### src/rtl/mic_pkg.sv
//------------------------------------------------------------------------------
// mic_pkg
// Shared types and constants of the magnetometer calibration block.
//------------------------------------------------------------------------------
`timescale 1ns / 1ps

package mic_pkg;

    // Input operation codes.
    localparam logic OP_SAMPLE = 1'b0;
    localparam logic OP_DROP   = 1'b1;

    // Sequencer states.
    typedef enum logic [3:0] {
        ST_IDLE,
        ST_RANGE,
        ST_DIV_START,
        ST_DIV_WAIT,
        ST_COR_START,
        ST_COR_WAIT,
        ST_OUT
    } mic_state_t;

endpackage

### src/rtl/magnetometer_iron_calibration.sv
//------------------------------------------------------------------------------
// magnetometer_iron_calibration
// Min/max hard-iron and soft-iron calibration of a three-axis magnetometer.
//------------------------------------------------------------------------------
// Usage: an input item (in_valid/in_ready) is a sample or a drop command.
// A sample yields one result item on out_valid/out_ready; a drop yields none,
// clears the tracked range and the stable level and overwrites the payload.
// The cfg channel writes calibration_enabled; write it only while idle.
// Processing: a disabled sample passes from the range step straight to the
// output register. An enabled sample updates the range, then runs three
// serial multiplications on one shared multiplier, one per axis; before
// them, when the scales are recomputed, it runs three serial divisions on
// one shared divider (an axis with zero span skips its division and keeps
// a scale of 1.0).
// A drop keeps in_ready high, so the next item can be taken the next cycle.
// One item is in work at a time; in_ready is low until the result is taken
// and rises in the cycle after that.
// When the receiver stalls, the result is held in the output register.
// Reset clears range, offsets, level and sets all scales to 1.0 at once.
//------------------------------------------------------------------------------
`timescale 1ns / 1ps

module magnetometer_iron_calibration
    import mic_pkg::*;
#(
    parameter int SAMPLE_WIDTH    = 24,
    parameter int SCALE_FRAC_BITS = 16
)
(
    input  logic                           clk,
    input  logic                           rst_n,
    input  logic                           cfg_valid,
    output logic                           cfg_ready,
    input  logic                           calibration_enabled,
    input  logic                           in_valid,
    output logic                           in_ready,
    input  logic                           operation,
    input  logic [63:0]                    timestamp,
    input  logic signed [SAMPLE_WIDTH-1:0] raw_x,
    input  logic signed [SAMPLE_WIDTH-1:0] raw_y,
    input  logic signed [SAMPLE_WIDTH-1:0] raw_z,
    input  logic [1:0]                     in_level,
    output logic                           out_valid,
    input  logic                           out_ready,
    output logic [63:0]                    out_timestamp,
    output logic signed [SAMPLE_WIDTH-1:0] cal_x,
    output logic signed [SAMPLE_WIDTH-1:0] cal_y,
    output logic signed [SAMPLE_WIDTH-1:0] cal_z,
    output logic [1:0]                     out_level,
    output logic signed [SAMPLE_WIDTH-1:0] pass_x,
    output logic signed [SAMPLE_WIDTH-1:0] pass_y,
    output logic signed [SAMPLE_WIDTH-1:0] pass_z
);

    localparam int SW   = SAMPLE_WIDTH;
    localparam int HW   = SW + 1;              // offset in half units
    localparam int SPW  = SW + 1;              // span width
    localparam int SUMW = SPW + 2;             // sum of three spans
    localparam int DENW = SPW + 2;             // 3 * span
    localparam int NUMW = SUMW + SCALE_FRAC_BITS;
    localparam int SCW  = 8 + SCALE_FRAC_BITS; // scale width
    localparam int PW   = HW + SCW;
    localparam logic [SCW-1:0] SCALE_ONE = SCW'(1) << SCALE_FRAC_BITS;
    localparam logic [SCW-1:0] SCALE_MAX = '1;

    typedef logic signed [SW-1:0] smp_t;
    typedef logic signed [HW-1:0] half_t;

    mic_state_t state_reg, state_next;

    logic        enabled_reg;
    logic        range_valid_reg;
    logic [1:0]  stable_level_reg;
    smp_t        min_reg [3];
    smp_t        max_reg [3];
    half_t       half_reg [3];
    logic [SCW-1:0] scale_reg [3];

    // Item registers.
    logic [63:0] ts_reg;
    smp_t        raw_reg [3];
    smp_t        cal_reg [3];
    logic [1:0]  level_reg;
    logic [1:0]  axis_reg;
    logic        out_valid_reg;

    // Working values of the range step.
    smp_t        new_min [3];
    smp_t        new_max [3];
    half_t       new_half [3];
    logic [1:0]  cnt_same;
    logic        moved;

    logic [SPW-1:0]  span [3];
    logic [SUMW-1:0] span_sum;

    // Shared units.
    logic             div_start, div_done;
    logic [NUMW-1:0]  div_quot;
    logic [NUMW-1:0]  div_num;
    logic [DENW-1:0]  div_den;
    logic             mul_start, mul_done;
    logic [HW-1:0]    mul_a;
    logic [PW-1:0]    mul_prod;

    // Correction operand of the current axis.
    logic signed [HW+1:0] diff2;
    logic signed [HW:0]   dval;
    logic                 d_neg_reg;
    logic [HW-1:0]        mag;
    logic [PW-SCALE_FRAC_BITS-1:0] pshift;
    smp_t                 cal_val;

    mic_divider #(.NUM_WIDTH(NUMW), .DEN_WIDTH(DENW)) u_div (
        .clk(clk), .rst_n(rst_n), .start(div_start),
        .numer(div_num), .denom(div_den), .done(div_done), .quot(div_quot)
    );

    mic_multiplier #(.A_WIDTH(HW), .B_WIDTH(SCW)) u_mul (
        .clk(clk), .rst_n(rst_n), .start(mul_start),
        .a(mul_a), .b(scale_reg[axis_reg]), .done(mul_done), .prod(mul_prod)
    );

    // Range update and offset comparison from the held sample.
    always_comb
    begin
        cnt_same = '0;
        moved    = 1'b0;
        for (int i = 0; i < 3; i++)
        begin
            if (!range_valid_reg)
            begin
                new_min[i] = raw_reg[i];
                new_max[i] = raw_reg[i];
            end
            else
            begin
                new_min[i] = (raw_reg[i] < min_reg[i]) ? raw_reg[i] : min_reg[i];
                new_max[i] = (raw_reg[i] > max_reg[i]) ? raw_reg[i] : max_reg[i];
            end
            new_half[i] = HW'(new_min[i]) + HW'(new_max[i]);
            if (new_half[i] == half_reg[i])
            begin
                cnt_same = cnt_same + 2'd1;
            end
            else
            begin
                moved = 1'b1;
            end
        end
    end

    // Spans from the stored range.
    always_comb
    begin
        for (int i = 0; i < 3; i++)
        begin
            span[i] = SPW'(HW'(max_reg[i]) - HW'(min_reg[i]));
        end
        span_sum = SUMW'(span[0]) + SUMW'(span[1]) + SUMW'(span[2]);
        div_num  = NUMW'(span_sum) << SCALE_FRAC_BITS;
        div_den  = DENW'(span[axis_reg]) + (DENW'(span[axis_reg]) << 1);
    end

    // Offset-corrected value of the current axis, truncated toward zero.
    always_comb
    begin
        diff2  = ((HW+2)'(raw_reg[axis_reg]) <<< 1) - (HW+2)'(half_reg[axis_reg]);
        dval   = (HW+1)'(diff2 / 2);
        mag    = dval[HW] ? HW'(-dval) : HW'(dval);
        mul_a  = mag;
        pshift = mul_prod[PW-1:SCALE_FRAC_BITS];
        if (d_neg_reg)
        begin
            cal_val = (pshift > (PW-SCALE_FRAC_BITS)'(1) << (SW-1))
                ? {1'b1, {(SW-1){1'b0}}} : SW'(-pshift);
        end
        else
        begin
            cal_val = (pshift > ((PW-SCALE_FRAC_BITS)'(1) << (SW-1)) - 1'b1)
                ? {1'b0, {(SW-1){1'b1}}} : SW'(pshift);
        end
    end

    // Sequencer next state.
    always_comb
    begin
        state_next = state_reg;
        div_start  = 1'b0;
        mul_start  = 1'b0;
        unique case (state_reg)
            ST_IDLE:
            begin
                if (in_valid && in_ready)
                begin
                    state_next = (operation == OP_DROP) ? ST_IDLE : ST_RANGE;
                end
            end
            ST_RANGE:
            begin
                if (!enabled_reg)
                begin
                    state_next = ST_OUT;
                end
                else if (stable_level_reg != 2'd3 || moved)
                begin
                    state_next = ST_DIV_START;
                end
                else
                begin
                    state_next = ST_COR_START;
                end
            end
            ST_DIV_START:
            begin
                if (span[axis_reg] == '0)
                begin
                    state_next = (axis_reg == 2'd2) ? ST_COR_START : ST_DIV_START;
                end
                else
                begin
                    div_start  = 1'b1;
                    state_next = ST_DIV_WAIT;
                end
            end
            ST_DIV_WAIT:
            begin
                if (div_done)
                begin
                    state_next = (axis_reg == 2'd2) ? ST_COR_START : ST_DIV_START;
                end
            end
            ST_COR_START:
            begin
                mul_start  = 1'b1;
                state_next = ST_COR_WAIT;
            end
            ST_COR_WAIT:
            begin
                if (mul_done)
                begin
                    state_next = (axis_reg == 2'd2) ? ST_OUT : ST_COR_START;
                end
            end
            ST_OUT:
            begin
                if (out_valid_reg && out_ready)
                begin
                    state_next = ST_IDLE;
                end
            end
            default:
            begin
                state_next = ST_IDLE;
            end
        endcase
    end

    // Control state.
    always_ff @(posedge clk or negedge rst_n)
    begin
        if (!rst_n)
        begin
            state_reg        <= ST_IDLE;
            enabled_reg      <= 1'b0;
            range_valid_reg  <= 1'b0;
            stable_level_reg <= '0;
            axis_reg         <= '0;
            out_valid_reg    <= 1'b0;
            for (int i = 0; i < 3; i++)
            begin
                min_reg[i]   <= '0;
                max_reg[i]   <= '0;
                half_reg[i]  <= '0;
                scale_reg[i] <= SCALE_ONE;
            end
        end
        else
        begin
            state_reg <= state_next;
            if (cfg_valid && cfg_ready)
            begin
                enabled_reg <= calibration_enabled;
            end
            unique case (state_reg)
                ST_IDLE:
                begin
                    axis_reg <= '0;
                    if (in_valid && in_ready && operation == OP_DROP)
                    begin
                        range_valid_reg  <= 1'b0;
                        stable_level_reg <= '0;
                    end
                end
                ST_RANGE:
                begin
                    if (!enabled_reg)
                    begin
                        out_valid_reg <= 1'b1;
                    end
                    else
                    begin
                        range_valid_reg <= 1'b1;
                        for (int i = 0; i < 3; i++)
                        begin
                            min_reg[i] <= new_min[i];
                            max_reg[i] <= new_max[i];
                        end
                        if (stable_level_reg != 2'd3 || moved)
                        begin
                            stable_level_reg <= cnt_same;
                            for (int i = 0; i < 3; i++)
                            begin
                                half_reg[i] <= new_half[i];
                            end
                        end
                    end
                end
                ST_DIV_START:
                begin
                    if (span[axis_reg] == '0)
                    begin
                        scale_reg[axis_reg] <= SCALE_ONE;
                        axis_reg <= (axis_reg == 2'd2) ? 2'd0 : axis_reg + 2'd1;
                    end
                end
                ST_DIV_WAIT:
                begin
                    if (div_done)
                    begin
                        scale_reg[axis_reg] <= (div_quot > NUMW'(SCALE_MAX))
                            ? SCALE_MAX : SCW'(div_quot);
                        axis_reg <= (axis_reg == 2'd2) ? 2'd0 : axis_reg + 2'd1;
                    end
                end
                ST_COR_START:
                begin
                end
                ST_COR_WAIT:
                begin
                    if (mul_done)
                    begin
                        axis_reg <= (axis_reg == 2'd2) ? 2'd0 : axis_reg + 2'd1;
                        if (axis_reg == 2'd2)
                        begin
                            out_valid_reg <= 1'b1;
                        end
                    end
                end
                ST_OUT:
                begin
                    if (out_ready)
                    begin
                        out_valid_reg <= 1'b0;
                    end
                end
                default:
                begin
                end
            endcase
        end
    end

    // Payload registers.
    always_ff @(posedge clk)
    begin
        if (state_reg == ST_IDLE && in_valid)
        begin
            ts_reg     <= timestamp;
            raw_reg[0] <= raw_x;
            raw_reg[1] <= raw_y;
            raw_reg[2] <= raw_z;
            cal_reg[0] <= raw_x;
            cal_reg[1] <= raw_y;
            cal_reg[2] <= raw_z;
            level_reg  <= in_level;
        end
        if (state_reg == ST_RANGE && enabled_reg
            && (stable_level_reg != 2'd3 || moved))
        begin
            level_reg <= cnt_same;
        end
        if (state_reg == ST_COR_START)
        begin
            d_neg_reg <= dval[HW];
        end
        if (state_reg == ST_COR_WAIT && mul_done)
        begin
            cal_reg[axis_reg] <= cal_val;
        end
    end

    assign cfg_ready     = (state_reg == ST_IDLE);
    assign in_ready      = (state_reg == ST_IDLE);
    assign out_valid     = out_valid_reg;
    assign out_timestamp = ts_reg;
    assign cal_x         = cal_reg[0];
    assign cal_y         = cal_reg[1];
    assign cal_z         = cal_reg[2];
    assign out_level     = level_reg;
    assign pass_x        = raw_reg[0];
    assign pass_y        = raw_reg[1];
    assign pass_z        = raw_reg[2];

endmodule

### src/rtl/mic_divider.sv
//------------------------------------------------------------------------------
// mic_divider
// Restoring radix-2 divider, one quotient bit per cycle.
//------------------------------------------------------------------------------
`timescale 1ns / 1ps

module mic_divider
    import mic_pkg::*;
#(
    parameter int NUM_WIDTH = 44,
    parameter int DEN_WIDTH = 28
)
(
    input  logic                 clk,
    input  logic                 rst_n,
    input  logic                 start,
    input  logic [NUM_WIDTH-1:0] numer,
    input  logic [DEN_WIDTH-1:0] denom,
    output logic                 done,
    output logic [NUM_WIDTH-1:0] quot
);

    localparam int CW = $clog2(NUM_WIDTH + 1);

    logic [NUM_WIDTH-1:0] quot_reg, quot_next;
    logic [DEN_WIDTH:0]   rem_reg, rem_next;
    logic [DEN_WIDTH-1:0] den_reg, den_next;
    logic [CW-1:0]        cnt_reg, cnt_next;
    logic                 busy_reg, busy_next;
    logic                 done_reg, done_next;
    logic [DEN_WIDTH+1:0] trial;

    // One shift-subtract step per cycle.
    always_comb
    begin
        quot_next = quot_reg;
        rem_next  = rem_reg;
        den_next  = den_reg;
        cnt_next  = cnt_reg;
        busy_next = busy_reg;
        done_next = 1'b0;
        trial     = '0;
        if (start)
        begin
            quot_next = numer;
            rem_next  = '0;
            den_next  = denom;
            cnt_next  = CW'(NUM_WIDTH);
            busy_next = 1'b1;
        end
        else if (busy_reg)
        begin
            trial = {rem_reg, quot_reg[NUM_WIDTH-1]} - {2'b00, den_reg};
            if (!trial[DEN_WIDTH+1])
            begin
                rem_next  = trial[DEN_WIDTH:0];
                quot_next = {quot_reg[NUM_WIDTH-2:0], 1'b1};
            end
            else
            begin
                rem_next  = {rem_reg[DEN_WIDTH-1:0], quot_reg[NUM_WIDTH-1]};
                quot_next = {quot_reg[NUM_WIDTH-2:0], 1'b0};
            end
            cnt_next = cnt_reg - 1'b1;
            if (cnt_reg == CW'(1))
            begin
                busy_next = 1'b0;
                done_next = 1'b1;
            end
        end
    end

    always_ff @(posedge clk or negedge rst_n)
    begin
        if (!rst_n)
        begin
            busy_reg <= 1'b0;
            done_reg <= 1'b0;
            cnt_reg  <= '0;
        end
        else
        begin
            busy_reg <= busy_next;
            done_reg <= done_next;
            cnt_reg  <= cnt_next;
        end
    end

    always_ff @(posedge clk)
    begin
        quot_reg <= quot_next;
        rem_reg  <= rem_next;
        den_reg  <= den_next;
    end

    assign done = done_reg;
    assign quot = quot_reg;

endmodule

### src/rtl/mic_multiplier.sv
//------------------------------------------------------------------------------
// mic_multiplier
// Shift-add multiplier of a magnitude by an unsigned scale, one bit a cycle.
//------------------------------------------------------------------------------
`timescale 1ns / 1ps

module mic_multiplier
    import mic_pkg::*;
#(
    parameter int A_WIDTH = 25,
    parameter int B_WIDTH = 24
)
(
    input  logic                       clk,
    input  logic                       rst_n,
    input  logic                       start,
    input  logic [A_WIDTH-1:0]         a,
    input  logic [B_WIDTH-1:0]         b,
    output logic                       done,
    output logic [A_WIDTH+B_WIDTH-1:0] prod
);

    localparam int PW = A_WIDTH + B_WIDTH;
    localparam int CW = $clog2(B_WIDTH + 1);

    logic [PW-1:0]      acc_reg, acc_next;
    logic [PW-1:0]      a_reg, a_next;
    logic [B_WIDTH-1:0] b_reg, b_next;
    logic [CW-1:0]      cnt_reg, cnt_next;
    logic               busy_reg, busy_next;
    logic               done_reg, done_next;

    // Add the shifted multiplicand for each set bit of the scale.
    always_comb
    begin
        acc_next  = acc_reg;
        a_next    = a_reg;
        b_next    = b_reg;
        cnt_next  = cnt_reg;
        busy_next = busy_reg;
        done_next = 1'b0;
        if (start)
        begin
            acc_next  = '0;
            a_next    = PW'(a);
            b_next    = b;
            cnt_next  = CW'(B_WIDTH);
            busy_next = 1'b1;
        end
        else if (busy_reg)
        begin
            if (b_reg[0])
            begin
                acc_next = acc_reg + a_reg;
            end
            a_next   = {a_reg[PW-2:0], 1'b0};
            b_next   = {1'b0, b_reg[B_WIDTH-1:1]};
            cnt_next = cnt_reg - 1'b1;
            if (cnt_reg == CW'(1))
            begin
                busy_next = 1'b0;
                done_next = 1'b1;
            end
        end
    end

    always_ff @(posedge clk or negedge rst_n)
    begin
        if (!rst_n)
        begin
            busy_reg <= 1'b0;
            done_reg <= 1'b0;
            cnt_reg  <= '0;
        end
        else
        begin
            busy_reg <= busy_next;
            done_reg <= done_next;
            cnt_reg  <= cnt_next;
        end
    end

    always_ff @(posedge clk)
    begin
        acc_reg <= acc_next;
        a_reg   <= a_next;
        b_reg   <= b_next;
    end

    assign done = done_reg;
    assign prod = acc_reg;

endmodule

### config.mk
export PLATFORM = sky130hd
export DESIGN_NAME = magnetometer_iron_calibration
export DESIGN_NICKNAME = d
export VERILOG_FILES = /design/src/rtl/mic_pkg.sv /design/src/rtl/magnetometer_iron_calibration.sv /design/src/rtl/mic_divider.sv /design/src/rtl/mic_multiplier.sv
export SDC_FILE = /design/constraint.sdc
export NUM_CORES = 2
export LEC_CHECK = 0
export BUFFER_PORTS_ARGS = -buffer_cell sky130_fd_sc_hd__buf_2
export CAP_MARGIN = 0
export CORE_MARGIN = 2
export CORE_UTILIZATION = 31
export CTS_BUF_LIST = sky130_fd_sc_hd__clkbuf_16
export DETAILED_ROUTE_END_ITERATION = 7
export GPL_TIMING_DRIVEN = 1
export SYNTH_ARGS = -nofsm -noshare
export SYNTH_HDL_FRONTEND = slang
export SYNTH_HIERARCHICAL = 1
export SYNTH_SLANG_ARGS = --single-unit
### constraint.sdc
create_clock -name clk -period 14.8 [get_ports clk]
set_clock_uncertainty 0.05 [all_clocks]
set_input_delay 4.44 -clock clk [delete_from_list [all_inputs] [get_ports clk]]
set_output_delay 4.44 -clock clk [all_outputs]
set_load 0.03 [all_outputs]
### Word-level counts from Yosys, hierarchy flattened

Memories as Yosys holds them, arrays and structs flattened.
Cells that the tools add are included.

| operators by class | value |
|---|---|
| $add $sub $neg | 20 |
| order comparisons | 11 |
| equal/unequal tests | 24 |
| muxes and demuxes | 102 |
| bitwise gates (word level) | 5 |
| reductions and logical operators | 28 |

Operator list:

| operator | count |
|---|---|
| two-way mux 24 bit | 22 |
| two-way mux 25 bit | 7 |
| two-way mux 72 bit | 2 |
| one-hot mux 72 bit (2 select lines) | 1 |
| binary-select mux 25 bit (select 2 bit) | 2 |
| two-way mux 43 bit | 2 |
| adder 24 x 24 -> 25 bit | 3 |
| == test 25 bit | 3 |
| subtractor 24 x 24 -> 25 bit | 3 |
| bitwise mux 72 bit | 1 |
| > comparator 24 bit | 3 |
| less-than comparator 24 bit | 3 |
| AND 69 bit | 1 |
| NOT 69 bit | 1 |
| adder 49 bit | 1 |
| binary-select mux 24 bit (select 2 bit) | 1 |
| demux 24 bit (select 2 bit) | 1 |
| > comparator 43 x 24 -> 1 bit (second input constant) | 1 |
| > comparator 33 x 23 -> 1 bit (second input constant) | 1 |
| > comparator 33 x 24 -> 1 bit (second input constant) | 1 |
| two-way mux 1 bit | 32 |
| subtractor 29 x 27 -> 29 bit | 1 |
| two-way mux 28 bit | 1 |
| one-hot mux 4 bit (7 select lines) | 1 |
| other kinds (44) | 95 |

| word-level totals | value |
|---|---|
| bits in registers | 604 |
| memory bits (writable) | 144 |
| output and inout port bits | 213 |
| word-level logic and storage cells | 227 |
| memories kept | 2 |

Memory list:

| memory | words | bits a word | rd ports | clocked after Yosys merged registers in | write ports | line | text |
|---|---|---|---|---|---|---|---|
| cal_reg | 3 | 24 | 3 | 0 | 3 | magnetometer_iron_calibration.sv:82 | `smp_t cal_reg [3];` |
| raw_reg | 3 | 24 | 4 | 0 | 3 | magnetometer_iron_calibration.sv:81 | `smp_t raw_reg [3];` |

### Logic depth before layout (Yosys ltp)

An unclocked memory read counts as a cell.

| depth | value |
|---|---|
| depth after elaboration | 14 |
| depth in mapped cells | 36 |
| depth with buffers taken out | 34 |

### Cells and area by module

The synthesis kept the hierarchy.

Modules (own cells, without submodules):

| module | times used | cells an instance | area each (µm²) |
|---|---|---|---|
| magnetometer_iron_calibration | 1 | 4438 | 41543.6 |
| mic_multiplier | 1 | 793 | 7573.5 |
| mic_divider | 1 | 523 | 5670.4 |

### Worst setup path after synthesis

No wires, ideal clock.

| timing path | value |
|---|---|
| kind | input -> register |
| from | input port in_valid |
| to | register level_reg[0] (netlist: out_level[0]), enable pin |
| setup time | 0.305 ns |
| data arrival time | 7.645 ns |
| slack | 6.799 ns |
| stages on the path | 3 |
| buffers on the path | 0 |
| path through | nand2_1 > inv_1 > or2_2 |

| between the ends | value |
|---|---|
| longest elaborated chain between the ends | 2 |

RTL lines:

| item | line | text |
|---|---|---|
| start: declaration | magnetometer_iron_calibration.sv:35 | `input logic in_valid,` |
| logical AND 1 bit | magnetometer_iron_calibration.sv:367 | `if (state_reg == ST_IDLE && in_valid)` |
| nonzero test 2 bit (no source line) | - |  |
| end signal: assignment | magnetometer_iron_calibration.sv:376 | `level_reg <= in_level;` |
| end signal: assignment | magnetometer_iron_calibration.sv:381 | `level_reg <= cnt_same;` |
| end: declaration | magnetometer_iron_calibration.sv:83 | `logic [1:0] level_reg;` |

Every way passes these cells.
A chain may end at the register's enable or synchronous reset.

### Final worst setup path

| timing path | value |
|---|---|
| from | register axis_reg[0] |
| to | register u_mul.a_reg[6], data pin |

| between the ends | value |
|---|---|
| longest elaborated chain between the ends | 10 |
| elaborated cells on any way between the ends | 11 |

RTL lines:

| item | line | text |
|---|---|---|
| start: declaration | magnetometer_iron_calibration.sv:84 | `logic [1:0] axis_reg;` |
| start signal: assignment | magnetometer_iron_calibration.sv:324 | `axis_reg <= (axis_reg == 2'd2) ? 2'd0 : axis_reg + 2'd1;` |
| start signal: assignment | magnetometer_iron_calibration.sv:333 | `axis_reg <= (axis_reg == 2'd2) ? 2'd0 : axis_reg + 2'd1;` |
| start signal: assignment | magnetometer_iron_calibration.sv:343 | `axis_reg <= (axis_reg == 2'd2) ? 2'd0 : axis_reg + 2'd1;` |
| NOT 2 -> 3 bit (implied by the code) | magnetometer_iron_calibration.sv:168 | `diff2 = ((HW+2)'(raw_reg[axis_reg]) <<< 1) - (HW+2)'(half_reg[axis_reg]);` |
| binary-select mux 25 bit (select 2 bit) | magnetometer_iron_calibration.sv:168 |  |
| two-way mux 25 bit (implied by the code) (2 in series) | magnetometer_iron_calibration.sv:168 |  |
| subtractor 25 x 25 -> 26 bit * | magnetometer_iron_calibration.sv:168 |  |
| AND 1 bit (no source line) | - |  |
| adder 26 x 1 -> 26 bit (no source line) * | - |  |
| negator 25 bit | magnetometer_iron_calibration.sv:170 | `mag = dval[HW] ? HW'(-dval) : HW'(dval);` |
| two-way mux 25 bit * | magnetometer_iron_calibration.sv:170 |  |
| net mag[6] | magnetometer_iron_calibration.sv:110 | `logic [HW-1:0] mag;` |
| two-way mux 25 bit * | mic_multiplier.sv:42 | `if (start)` |
| net u_mul.a_next[6] | mic_multiplier.sv:27 | `logic [PW-1:0] a_reg, a_next;` |
| end signal: assignment | mic_multiplier.sv:86 | `a_reg <= a_next;` |
| end: declaration | mic_multiplier.sv:27 |  |

The timed path passes the listed nets; every way through them passes the cells marked *. The select of a mux whose other input is x is not followed.

==> out/qor.yml <==
floorplan:
  core_mm2: 0.176
  die_area_mm2: 0.180
  design.portCount: 358
  row_count: 154
  start_util_pct: 31.1
  chipWidth_um: 424
  fp.dieH_um: 424
yosys:
  yosys.area.top_type: "edfxtp_1"
  yosysMostFrequentCell: "nand2_1"
  synth_edf_count: 330
  synth_common_cells: "542 x nand2_1, 458 x ha_1, 397 x o21ai_0"
  syn_inst: 5754
  syn_area_per_cell_um2: 9.52
  yosysWarningCount: 6
  synth_top_area_share_pct: 18.1
  synth_area_mm2: 0.0548
  synth_seq_cells: 747
  ys_async_sr_fraction_pct: 42.3
  ys.flop_type: "edfxtp_1"
  ys_top_cells_by_area: "edfxtp_1 18%, dfrtp_1 14%, ha_1 10%, mux2_2 6.8%, xnor2_1 4.0%"
  seq_area_frac_synth_pct: 36.2
  synth.distinct_cells: 126
drt:
  num_vias: 46443
  route.detailed.drc: 0
  first_pass_iters: 5
  wl_per_cell_um: 23.3
  ant_nets: 0
  viasPerCell: 5.49
  drt_iter0_drc: 3922
  wl_um: 197000
status:
  status: "finished, final reports clean"
clocking:
  ctsHtreeMaxLevel: 3
  cts_buffers: 90
  clkSlewWorstSetupHoldPaths_ns: 0.06
  postCtsSetupRepairBufs: 0
  cts_buffer_depth: 3
  cts_hold_buffers: 0
  cts_root_buf: "clkbuf_16"
  clock-sinks: 747
  insertion_delay_ns: 0.74
  cts_tree: "done"
  cts_resized: 0
critical_path:
  crit_type: "flop to flop"
  cp-end-kind: "flop"
  cp-start-kind: "flop"
  path_delay_family: "compound AO/OA/AOI/OAI gates"
  crit_required_ns: 15.22
  worst_path_largest_cell_delay_ns: 0.70
  critPathSlowestCell: "or4b_1"
  crit_buf_inv: 2
  crit_fanout: 71
  worstPathArrival_ns: 10.05
timing:
  maxSlewViolCount: 0
  post-route-period-util_pct: 65.1
  fin_crit_ns: 9.63
  rsz0062_at_grt: "no"
  hold_viol_final: 0
  setup_viol_count_final: 0
  relSlewSlack_pct: 4.65
  worstMarginPinSlew_ns: 1.43
  fmax_mhz: 104
  finalSetupTns_ns: 0
job:
  max_cap_violations: 0
min_path:
  hp-class: "flop to flop"
place:
  dp.cells: 8283
  dp_hpwl_um: 153000
  portBuffers: 357
  place.gp.congestion: 0.972
global_routing:
  grt_pass1_wl_um: 290000
  grt_pass1_vias: 44946
  grt.total_usage_pct: 21.2
  overflow: 0
  grt_max_degree: 128
  antenna_found_initial: 21
finish:
  final_cells: 8466
  largest_reg_flops: 75
  syn_to_final_growth_pct: 13.6
  nNetsFinal: 6674
  layout-drive-gt1-share_pct: 16.7
==> placed cells by master, fill, tap and decap left out, types with 24 or more instances in the layout <==
master / netlist / routed
mux2_2: 330 / 330
buf_4: 3 / 73
a311oi_1: 28 / 28
o211ai_1: 37 / 37
nor3b_1: 35 / 34
nand2b_1: 67 / 67
nor4_1: 30 / 30
mux2i_1: 137 / 137
nand4_1: 76 / 76
nor3_1: 87 / 87
buf_2: 11 / 356
and2_1: 25 / 24
o21ai_0: 397 / 396
a221oi_1: 27 / 27
nand3_1: 126 / 126
a211oi_1: 35 / 35
and3_1: 38 / 38
dfxtp_1: 101 / 101
edfxtp_1: 330 / 330
a21oi_1: 337 / 335
o21a_1: 68 / 68
clkbuf_16: 0 / 90
o21ai_1: 42 / 39
a21o_1: 172 / 172
xor2_1: 99 / 99
nand2_1: 542 / 540
dfrtp_1: 313 / 311
nor2b_1: 58 / 57
a31oi_1: 44 / 44
or3_1: 42 / 42
o2bb2ai_1: 71 / 71
o31ai_1: 28 / 27
o21bai_1: 33 / 33
nor2_1: 342 / 340
inv_1: 315 / 330
ha_1: 458 / 458
fa_1: 36 / 36
xnor2_1: 252 / 252
==> area by class of cell <==
class / count / area (µm²)
Sequential cell: 747 / 19900
Multi-Input combinational cell: 4448 / 32900
Timing Repair Buffer: 431 / 2360
Tap cell: 2340 / 2930
Fill cell: 17780 / 114000
Clock inverter: 80 / 749
Antenna cell: 13 / 32.5
Clock buffer: 90 / 2250
Inverter: 317 / 1190
==> stage by stage <==
stage / area, µm² / hold WS (ns) / setup WS (ns) / utilization [%]
floorplan: 54800 / 0.386 / 6.80 / -
global placement: 59200 / 0.394 / 5.38 / 33.7
detailed placement: 59200 / 0.403 / 5.35 / 33.7
CTS: 62200 / 0.412 / 5.30 / 35.4
global route: 62300 / 0.424 / 4.69 / 35.4
finish: 62300 / 0.411 / 5.17 / 35.4
==> path summary, 6_finish.rpt <==
kind                               startpoint             end  slack [ns]  depth (start not counted)
min in group asynchronous               rst_n     max_reg[45]        3.71                          1
worst min-delay path            u_mul/prod[4]   u_mul/prod[4]        0.41                          2
worst min register to register  u_mul/prod[4]   u_mul/prod[4]        0.41                          2
worst max register to register    axis_reg[0]  u_mul/a_reg[6]        5.17                         26
worst max-delay path              axis_reg[0]  u_mul/a_reg[6]        5.17                         26
max in group asynchronous               rst_n     min_reg[48]        8.86                          3
==> kinds of logic (layout without fill, tap and decap cells) <==
logic type / count (synthesis) / count (layout) / synth area share [%]
simple gates: 1565 / 1565 / 13.9
compound gates: 1526 / 1526 / 18.2
flops: 747 / 747 / 36.2
buf+inv: 574 / 918 / 4.02
fa+ha+maj: 494 / 494 / 11.8
mux: 478 / 478 / 9.58
xor+xnor: 369 / 369 / 6.31
other cells: 1 / 29 / 0.00684
==> metal layers <==
layer	wire (µm)	GRT usage (%)	share of wire [%]	vias up
met4	12300	12.4	6.3	2
met1	81900	26.8	42	22828
li1	-	-	-	21595
met2	90100	34.2	46	1635
met3	12600	3.33	6.4	383
met5	11	0	0.0056	-
==> tightest hold or removal path: stages, from the launching register on <==
cell,delay [ns]
dfxtp_1,0.31
nand2_1,0.05
a21oi_1,0.05
Power is not shown: default switching activity piles up to over one toggle a cycle in this logic, so the estimate is an artifact.
